### config.mk
export PLATFORM = sky130hd
export DESIGN_NAME = wrsd_ctrl
export DESIGN_NICKNAME = d
export VERILOG_FILES = /design/src/rtl/wrsd_pkg.sv /design/src/rtl/wrsd_ctrl.sv
export SDC_FILE = /design/constraint.sdc
export NUM_CORES = 1
export LEC_CHECK = 0
export BUFFER_PORTS_ARGS = -buffer_cell sky130_fd_sc_hd__buf_4
export CAP_MARGIN = 0
export CORE_AREA = 2 2 39 41
export DETAILED_ROUTE_END_ITERATION = 7
export DIE_AREA = 0 0 41 43
export GPL_ROUTABILITY_DRIVEN = 1
export PLACE_DENSITY = 0.37
export RECOVER_POWER = 100
export SLEW_MARGIN = 20
export SYNTH_ARGS = -nofsm -noshare
export SYNTH_HDL_FRONTEND = slang
export SYNTH_SLANG_ARGS = --single-unit
### constraint.sdc
create_clock -name i_clk -period 2.65 [get_ports i_clk]
set_clock_uncertainty 0.2 [all_clocks]
set_input_delay 0.265 -clock i_clk [delete_from_list [all_inputs] [get_ports i_clk]]
set_output_delay 0.265 -clock i_clk [all_outputs]
set_load 0.1 [all_outputs]
### src/rtl/wrsd_pkg.sv
// wrsd_pkg: shared constants, register indexes and control structs for the
// window range stability detector. No dependencies.
`default_nettype none

package wrsd_pkg;

    localparam int WRSD_STORE_DEPTH = 512;
    localparam int WRSD_SAMPLE_BITS = 24;

    localparam int WLEN_BITS    = 10;
    localparam int TOL_BITS     = 25;
    localparam int CFG_IDX_BITS = 1;
    localparam int CFG_DAT_BITS = 25;
    localparam int OUT_BYTES    = 8;

    localparam logic [WLEN_BITS-1:0] WLEN_RESET = 10'd512;

    localparam logic [CFG_IDX_BITS-1:0] REG_WLEN = 1'b0;
    localparam logic [CFG_IDX_BITS-1:0] REG_TOL  = 1'b1;

    typedef struct packed {
        logic write;      // store accepted sample, advance index
        logic scan_step;  // issue one store read
        logic load_out;   // move result into output register
    } t_dp_cmd;

    typedef struct packed {
        logic full;       // window full after last write
        logic scan_last;  // current read address is last of window
    } t_dp_stat;

endpackage

`default_nettype wire

### src/rtl/wrsd_ctrl.sv
// wrsd_ctrl: sequencer for write, scan and result hand-off.
// Depends on wrsd_pkg.
`default_nettype none

module wrsd_ctrl
    import wrsd_pkg::*;
(
    input  wire           i_clk,
    input  wire           i_rst_n,
    input  wire           i_in_valid,
    output logic          o_in_ready,
    output logic          o_out_valid,
    input  wire           i_out_ready,
    output t_dp_cmd       o_cmd,
    input  wire t_dp_stat i_stat
);

    localparam logic [1:0] S_IDLE  = 2'd0;
    localparam logic [1:0] S_SCAN  = 2'd1;
    localparam logic [1:0] S_DRAIN = 2'd2;
    localparam logic [1:0] S_DONE  = 2'd3;

    logic [1:0] r_state, n_state;
    logic       r_out_valid, n_out_valid;
    logic       slot_free;

    assign slot_free   = !r_out_valid || i_out_ready;
    assign o_in_ready  = (r_state == S_IDLE);
    assign o_out_valid = r_out_valid;

    always_comb begin
        n_state         = r_state;
        o_cmd           = '0;
        o_cmd.write     = (r_state == S_IDLE) && i_in_valid;
        case (r_state)
            S_IDLE: begin
                if (i_in_valid) n_state = S_SCAN;
            end
            S_SCAN: begin
                if (!i_stat.full) begin
                    n_state = S_DONE;
                end else begin
                    o_cmd.scan_step = 1'b1;
                    if (i_stat.scan_last) n_state = S_DRAIN;
                end
            end
            S_DRAIN: n_state = S_DONE;
            S_DONE: begin
                if (slot_free) begin
                    o_cmd.load_out = 1'b1;
                    n_state        = S_IDLE;
                end
            end
            default: n_state = S_IDLE;
        endcase
    end

    always_comb begin
        n_out_valid = r_out_valid;
        if (r_out_valid && i_out_ready) n_out_valid = 1'b0;
        if (o_cmd.load_out)             n_out_valid = 1'b1;
    end

    always_ff @(posedge i_clk) begin
        if (!i_rst_n) begin
            r_state     <= S_IDLE;
            r_out_valid <= 1'b0;
        end else begin
            r_state     <= n_state;
            r_out_valid <= n_out_valid;
        end
    end

endmodule

`default_nettype wire

==> metrics.md, run 1 <==
| Metric | Value |
|---|---|
| FP Rows | 14 |
| Setup CP Type | register to primary output |
| Sequential cell area fraction in the yosys report | between 20% and 30% |
| Reg-to-reg slack, setup | between 1 and 1.5 ns |
| Number of I/O port buffers | 10 |
| Final ANT Viol Nets | 0 |
| Outcome | finished, final reports clean |
| RSZ-0062 raised after global routing | false |
| Starting Density | between 15 and 20% |
| CTS tree | yes |
| Pins Over Slew Limit | 0 |
| # diodes | 0 |
| Worst relative slew slack | a little under a quarter |
| Die area | approximately 1800 sq um |
| Reg2reg start | r_state[0] |
| Area of the multi-input gates | 156 sq um |
| Drt first pass iters | 4 |
| Final Hold Viols | 0 |
| Fin crit share | roughly three quarters |
| Setup bufs post-CTS | 0 |
| Nets | 48 |
| Syn Nets | 34 |
| Io pins | 11 |
| Crit path launch type | register |
| M3 GR Usage | ~6.3% |
| Clock buffers created by TritonCTS | 3 |
| Worst slack at placement | roughly 1.1 ns |
| Post-Route WL | about 470 um |
| FF+latch count, synth | 3 |
| Root Driver | clkbuf_4 |
| Filler Cell Count | 156 |
| Reg area | 60.1 sq um |
| Endpoints failing setup | 0 |
| Min cycle time layout | roughly 2.0 ns |
| Core area | 1380 sq um |
| Clk Latency, worst-skew pair | 0.23 ns |
| Routed wire length per instance | between 8 and 9 um |
| Die Span Y | 43 um |
| Required time worst endpoint | 2.18 ns |
| Final Core Density | 24.1% |
| CTS Buffer Depth | 2 |
| Hold_buf cts | 0 |
| Layout cells sized above 1 | between 30% and 40% |
| Met1 usage | ~6% |
| Hold crit path type | primary input to register |
| Vias in the first global route | around 190 |
| Final worst slack | between 0.6 and 0.7 ns |
| Top Usage Layer GRT | met2 |
| Synth cell types | 16 |
| Total negative setup slack | 0 ns |
| Maximum operating frequency | ~0.51 GHz |
| Chip Width | 41 um |
| Routability cong. | between 0.6 and 0.7 |
| Post-Synthesis Cells | 25 |
| M2 GR Usage | approximately a tenth |
| Synthesized area per cell | 9.46 sq um |
| Hold Crit Depth | 2 |
| Initial antenna violation count | 0 |
| H-tree levels | 1 |
| Clock sinks | 3 |
| Largest net degree at the start of global routing | 7 |
| CP Capture Type | primary output |
| DR vias | about 210 |
| Synth warn | 0 |
| Post-CTS Resized | 0 |
| Crit path arrival time | 1.50 ns |
| R2r endpoint | r_state[0] |
| FF-to-FF path depth | 4 |
| Via density | around 3.8 |
| Grt total ovfl | 0 |
| Post-DP HPWL | around 350 um |
| Pin slew with the least headroom to its limit | 1.16 ns |
| Synthesized area | around 240 sq um |
| Tot GR Track Use | ~6.4% |
| HP Start | i_rst_n |
| Reg clk slew, reported paths | ~0.040 ns |
| Initial DRC Count | 3 |
| CP max FO | 6 |
| Maxcap violations | 0 |
| Residual DRC count | 0 |
| Hold Crit Endpoint | o_out_valid |
| First-pass GRT wire length | roughly 700 um |
| Area grow syn2layout | 41.3% |
-- cells by family (layout without fill, tap and decap cells) --
logic type | after synthesis | count (layout) | share of synthesized area [%]
mux | 1 | 1 | 4.23
simple gates | 13 | 13 | 40.2
buf+inv | 3 | 16 | 6.35
fa+ha+maj | 3 | 3 | 15.9
compound gates | 2 | 2 | 7.94
flops | 3 | 3 | 25.4
-- metal layers --
metal / vias to the layer above / wire (um) / share of wire [%]
li1: 110 / - / -
met1: 89 / 198 / 42
met2: 6 / 228 / 49
met3: 0 / 41 / 8.8
met4: 0 / 0 / 0
met5: - / 0 / 0
-- critical path: stages (launching register included) --
cell      delay (ns)
dfxtp_1         0.35
inv_1           0.07
ha_1            0.25
and2_1          0.15
clkbuf_2        0.45
-- metrics by stage --
| stage | hold slack [ns] | cells | area, sq um |
|---|---|---|---|
| after CTS | 0.0714 | 54 | 350 |
| after detailed placement | 0.297 | 50 | 324 |
| after global routing | 0.0706 | 54 | 334 |
| final | 0.0748 | 54 | 334 |
| after floorplan | 0.182 | 25 | 236 |
| after global placement | 0.295 | 50 | 324 |
-- flip-flops by register name, indices dropped and copies added (netlist names) --
name         count
r_state          2
o_out_valid      1
-- cells in the mapped netlist --
| master | n | share of area, % |
|---|---|---|
| o221a_1 | 1 | 4.8 |
| nand2_1 | 2 | 3.2 |
| nand2b_1 | 1 | 2.6 |
| and3_4 | 1 | 4.8 |
| and2b_2 | 1 | 3.7 |
| and2_1 | 2 | 5.3 |
| buf_4 | 1 | 3.2 |
| inv_1 | 2 | 3.2 |
| dfxtp_1 | 3 | 25 |
| nand3b_1 | 3 | 9.5 |
| mux2i_1 | 1 | 4.2 |
| nor2b_1 | 1 | 2.6 |
| nand4_1 | 1 | 2.6 |
| o21a_1 | 1 | 3.2 |
| nand2b_4 | 1 | 5.8 |
| ha_1 | 3 | 16 |
-- final cells by class --
type / instances / area share [%]
Timing Repair Buffer: 10 / 19.1
Clock buffer: 4 / 7.87
Inverter: 2 / 2.25
Multi-Input combinational cell: 19 / 46.8
Sequential cell: 3 / 18.0
Tap cell: 16 / 5.99
-- how the worst max path moves through the flow --
stage,startpoint,to,slack (ns),cells after the start
2_1_floorplan,r_state[0],o_cmd[2],0.05,3
3_3_place_gp,r_state[0],o_cmd[2],1.10,4
3_5_place_dp,r_state[0],o_cmd[2],1.08,4
4_1_cts,r_state[0],o_cmd[2],0.81,4
5_1_grt,r_state[0],o_cmd[2],0.56,4
6_report,r_state[0],o_cmd[2],0.68,4
-- cells in the final DEF (no fill, tap or decap) --
cell | netlist | final
mux2i_1 | 1 | 1
clkbuf_1 | 0 | 2
and2b_2 | 1 | 1
and2_1 | 2 | 2
nor2b_1 | 1 | 1
buf_4 | 1 | 6
o221a_1 | 1 | 1
dfxtp_1 | 3 | 3
inv_1 | 2 | 2
ha_1 | 3 | 3
o21a_1 | 1 | 1
nand3b_1 | 3 | 3
clkbuf_4 | 0 | 3
nand2b_4 | 1 | 1
nand2b_1 | 1 | 1
nand2_1 | 2 | 2
clkbuf_2 | 0 | 3
nand4_1 | 1 | 1
and3_1 | 0 | 1
Power of run 1 is not shown: default switching activity piles up to over one toggle a cycle in this logic, so the estimate is an artifact.
==> inputs of run 2 (changes only) <==
--- a/config.mk
+++ b/config.mk
@@ -5,6 +5,7 @@
 export SDC_FILE = /design/constraint.sdc
 export NUM_CORES = 1
 export LEC_CHECK = 0
+export ABC_AREA = 1
 export BUFFER_PORTS_ARGS = -buffer_cell sky130_fd_sc_hd__buf_4
 export CAP_MARGIN = 0
 export CORE_AREA = 2 2 39 41
==> constraint.sdc (replaced) <==
create_clock -name i_clk -period 2 [get_ports i_clk]
set_clock_uncertainty 0.2 [all_clocks]
set_input_delay 0.2 -clock i_clk [delete_from_list [all_inputs] [get_ports i_clk]]
set_output_delay 0.2 -clock i_clk [all_outputs]
set_load 0.1 [all_outputs]
==> metrics.md, run 2 <==
| Metric | Value |
|---|---|
| EDFF count, synth | 0 (unchanged) |
| Hold_buf cts | 0 (unchanged) |
| Largest stage delay, worst path | 0.43 ns (-0.02 ns) |
| Endpoints failing setup | 0 (unchanged) |
| Fin crit share | 90.1% |
| Pin slew with the least headroom to its limit | 0.541 ns (-0.615 ns) |
| Chip Width | 41 um (unchanged) |
| Primary FF master, synth | dfxtp_1 |
| Clk Latency, worst-skew pair | 0.23 ns (about the same) |
| Largest register FFs | 2 (unchanged) |
| Required time worst endpoint | 1.60 ns (-0.58 ns) |
| CTS Buffer Depth | 2 (unchanged) |
| Top cells by count, synth | inv_1 (8), nand2_1 (8), nor2_1 (4), dfxtp_1 (3), ha_1 (3) |
| Routability cong. | 0.641 (-6.6%) |
| Residual DRC count | 0 (unchanged) |
| Hold Crit Depth | 3 (+1) |
| Min cycle time layout | about 1.8 ns |
| Outcome | finished, final reports clean |
| Starting Density | 17.3% (+0.18 points) |
| Clock buffers created by TritonCTS | 3 (unchanged) |
| Synthesized area | 239 sq um (+1.1%) |
| Commonest non-fill, non-tap cell in the layout | nand2_1 |
| Crit path launch type | register |
| Cell accounting for the most synthesized area | dfxtp_1 |
| FF-to-FF path depth | 6 (+2) |
| Largest net degree at the start of global routing | 5 (-2) |
| Final Hold Viols | 0 (unchanged) |
| Reg with most FFs | r_state |
| Synth cell types | 12 (-4) |
| Nets | 58 (+21%) |
| CP Capture Type | primary output |
| Setup bufs post-CTS | 0 (unchanged) |
| Post-synthesis mux area share | 0% (-4.2 points) |
| Root Driver | clkbuf_4 |
| Post-Route WL | 450 um (-3.6%) |
| Post-CTS Resized | 0 (unchanged) |
| Filler Cell Count | 173 (+11%) |
| Post-Synthesis Cells | 35 (+40%) |
| Clock sinks | 3 (unchanged) |
| Fin cells | 64 (+19%) |
| Routed wire length per instance | 7.03 um (-19%) |
| Most area-consuming cells after synthesis | dfxtp_1 (25%), ha_1 (16%), inv_1 (13%) |
| Initial DRC Count | 0 (-3) |
| Fraction of registers with async set/reset | 0% (unchanged) |
| Reg area | 60.1 sq um (unchanged) |
| Reg clk slew, reported paths | 0.04 ns (about the same) |
| Compound-Gate Fraction of Synth Area | 5.24% (-2.7 points) |
| Maxcap violations | 0 (unchanged) |
| Area grow syn2layout | 42.9% |
| H-tree levels | 1 (unchanged) |
| Sequential cell area fraction in the yosys report | 25.1% (-0.27 points) |
| Number of I/O port buffers | 10 (unchanged) |
| Drt first pass iters | 1 (-3) |
| Crit path from | r_state[0] |
| Hold crit path type | primary input to register |
| Tot GR Track Use | 7.62% (+1.2 points) |
| Pins Over Slew Limit | 0 (unchanged) |
| Critical path depth in cells | 4 (unchanged) |
| Via density | 3.70 (-2.5%) |
| R2r endpoint | r_state[0] |
| Grt total ovfl | 0 (unchanged) |
| First-pass GRT wire length | 848 um (+18%) |
| Total negative setup slack | 0 ns (unchanged) |
| Post-Synth Simple-Gate Area | 38.2% (-2.0 points) |
| Worst path top cell family by delay | buffers and inverters |
| Io pins | 11 (unchanged) |
| Layout cells sized above 1 | 33.3% (-3.5 points) |
| RSZ-0062 raised after global routing | false |
| Post-DP HPWL | 379 um (+7.3%) |
| FF+latch count, synth | 3 (unchanged) |
| FP Rows | 14 (unchanged) |
| CTS tree | yes |
| Maximum operating frequency | ~0.55 GHz |
| Slowest CP cell | buf_2 |
| Worst relative slew slack | 64.1% (+41 points) |
| Synth Area in Adders | 15.7% (-0.17 points) |
| Final Core Density | 24.7% (+0.54 points) |
| Crit path capture | o_cmd[0] |
| CP max FO | 4 (-2) |
| Crit path arrival time | 1.40 ns (-0.10 ns) |
| XOR/XNOR share of the synthesized area | 0% (unchanged) |
| Syn Nets | 44 (+29%) |
| Die Span Y | 43 um (unchanged) |
| Reg-to-reg slack, setup | 0.60 ns (-0.54 ns) |
| Setup CP Type | register to primary output |
| Synth warn | 0 (unchanged) |
| DR vias | 237 (+16%) |
| # diodes | 0 (unchanged) |
| Yosys top cell area share | 25.1% (-0.27 points) |
| Synthesized area per cell | 6.83 sq um (-28%) |
| Most frequent cells in the layout | nand2_1 (8), inv_1 (7), buf_4 (6) |
| Buffers & Inverters on Critical Path | 2 (unchanged) |
| Crit-path cells | ha_1 -> inv_1 -> a21oi_1 -> buf_2 |
| Final ANT Viol Nets | 0 (unchanged) |
| Initial antenna violation count | 0 (unchanged) |
| Area of the multi-input gates | 136 sq um (-13%) |
| Reg2reg start | r_state[0] |
| Core area | 1380 sq um (unchanged) |
| Placed insts | 60 (+20%) |
| Die area | 1760 sq um (unchanged) |
| Vias in the first global route | 232 (+25%) |
| Largest family of logic cells by synthesized area | simple AND/OR/NAND/NOR gates |
[run 2: cell types whose count changed after synthesis, moves of 2 or more]
cell | before | now
inv_1 | 2 | 8
nand2_1 | 2 | 8
nor2_1 | 0 | 4
and2_1 | 2 | 0
nand3_2 | 0 | 2
[run 2: per-layer routing]
metal | vias to the layer above | wire (um) | track usage, %
met3 | 0 | 10 | 3.14
met2 | 3 | 231 | 10.6
met5 | - | 0 | 0
met4 | 0 | 0 | 8.00
li1 | 131 | - | -
met1 | 103 | 208 | 7.69
[run 2: cells by family after synthesis]
logic type / count (synthesis)
buffers and inverters: 9
AO/OA/AOI/OAI: 2
adder cells (fa/ha/maj): 3
flip-flops: 3
AND/OR/NAND/NOR: 18
[run 2: metrics by stage]
stage               instance area [sq um]  hold WS, ns  worst slack [ns]
finish                                342      0.00892             0.197
global route                          342      0.00387            0.0907
CTS                                   359      0.00608             0.255
detailed placement                    333        0.252             0.511
global placement                      333        0.256             0.513
floorplan                             245        0.120             0.104
[run 2: final cells by class]
cell class,instances,share of cell area [%]
Multi-Input combinational cell,23,39.9
Timing Repair Buffer,10,19.0
Sequential cell,3,17.6
Inverter,8,9.89
Clock buffer,4,7.69
Tap cell,16,5.86
[run 2: how the worst min path moves through the flow]
stage | to | startpoint
after floorplan | r_state[0] | i_rst_n
after detailed placement | r_state[0] | i_rst_n
after global placement | r_state[0] | i_rst_n
after global routing | r_state[0] | i_rst_n
after CTS | r_state[0] | i_rst_n
final | r_state[0] | i_rst_n
[run 2: worst min-delay path: cells and delay by family]
kind,cells,cell delay (ns)
simple gates,2,0.11
buf+inv,1,0.09
Power of run 2 is left out for the same reason.
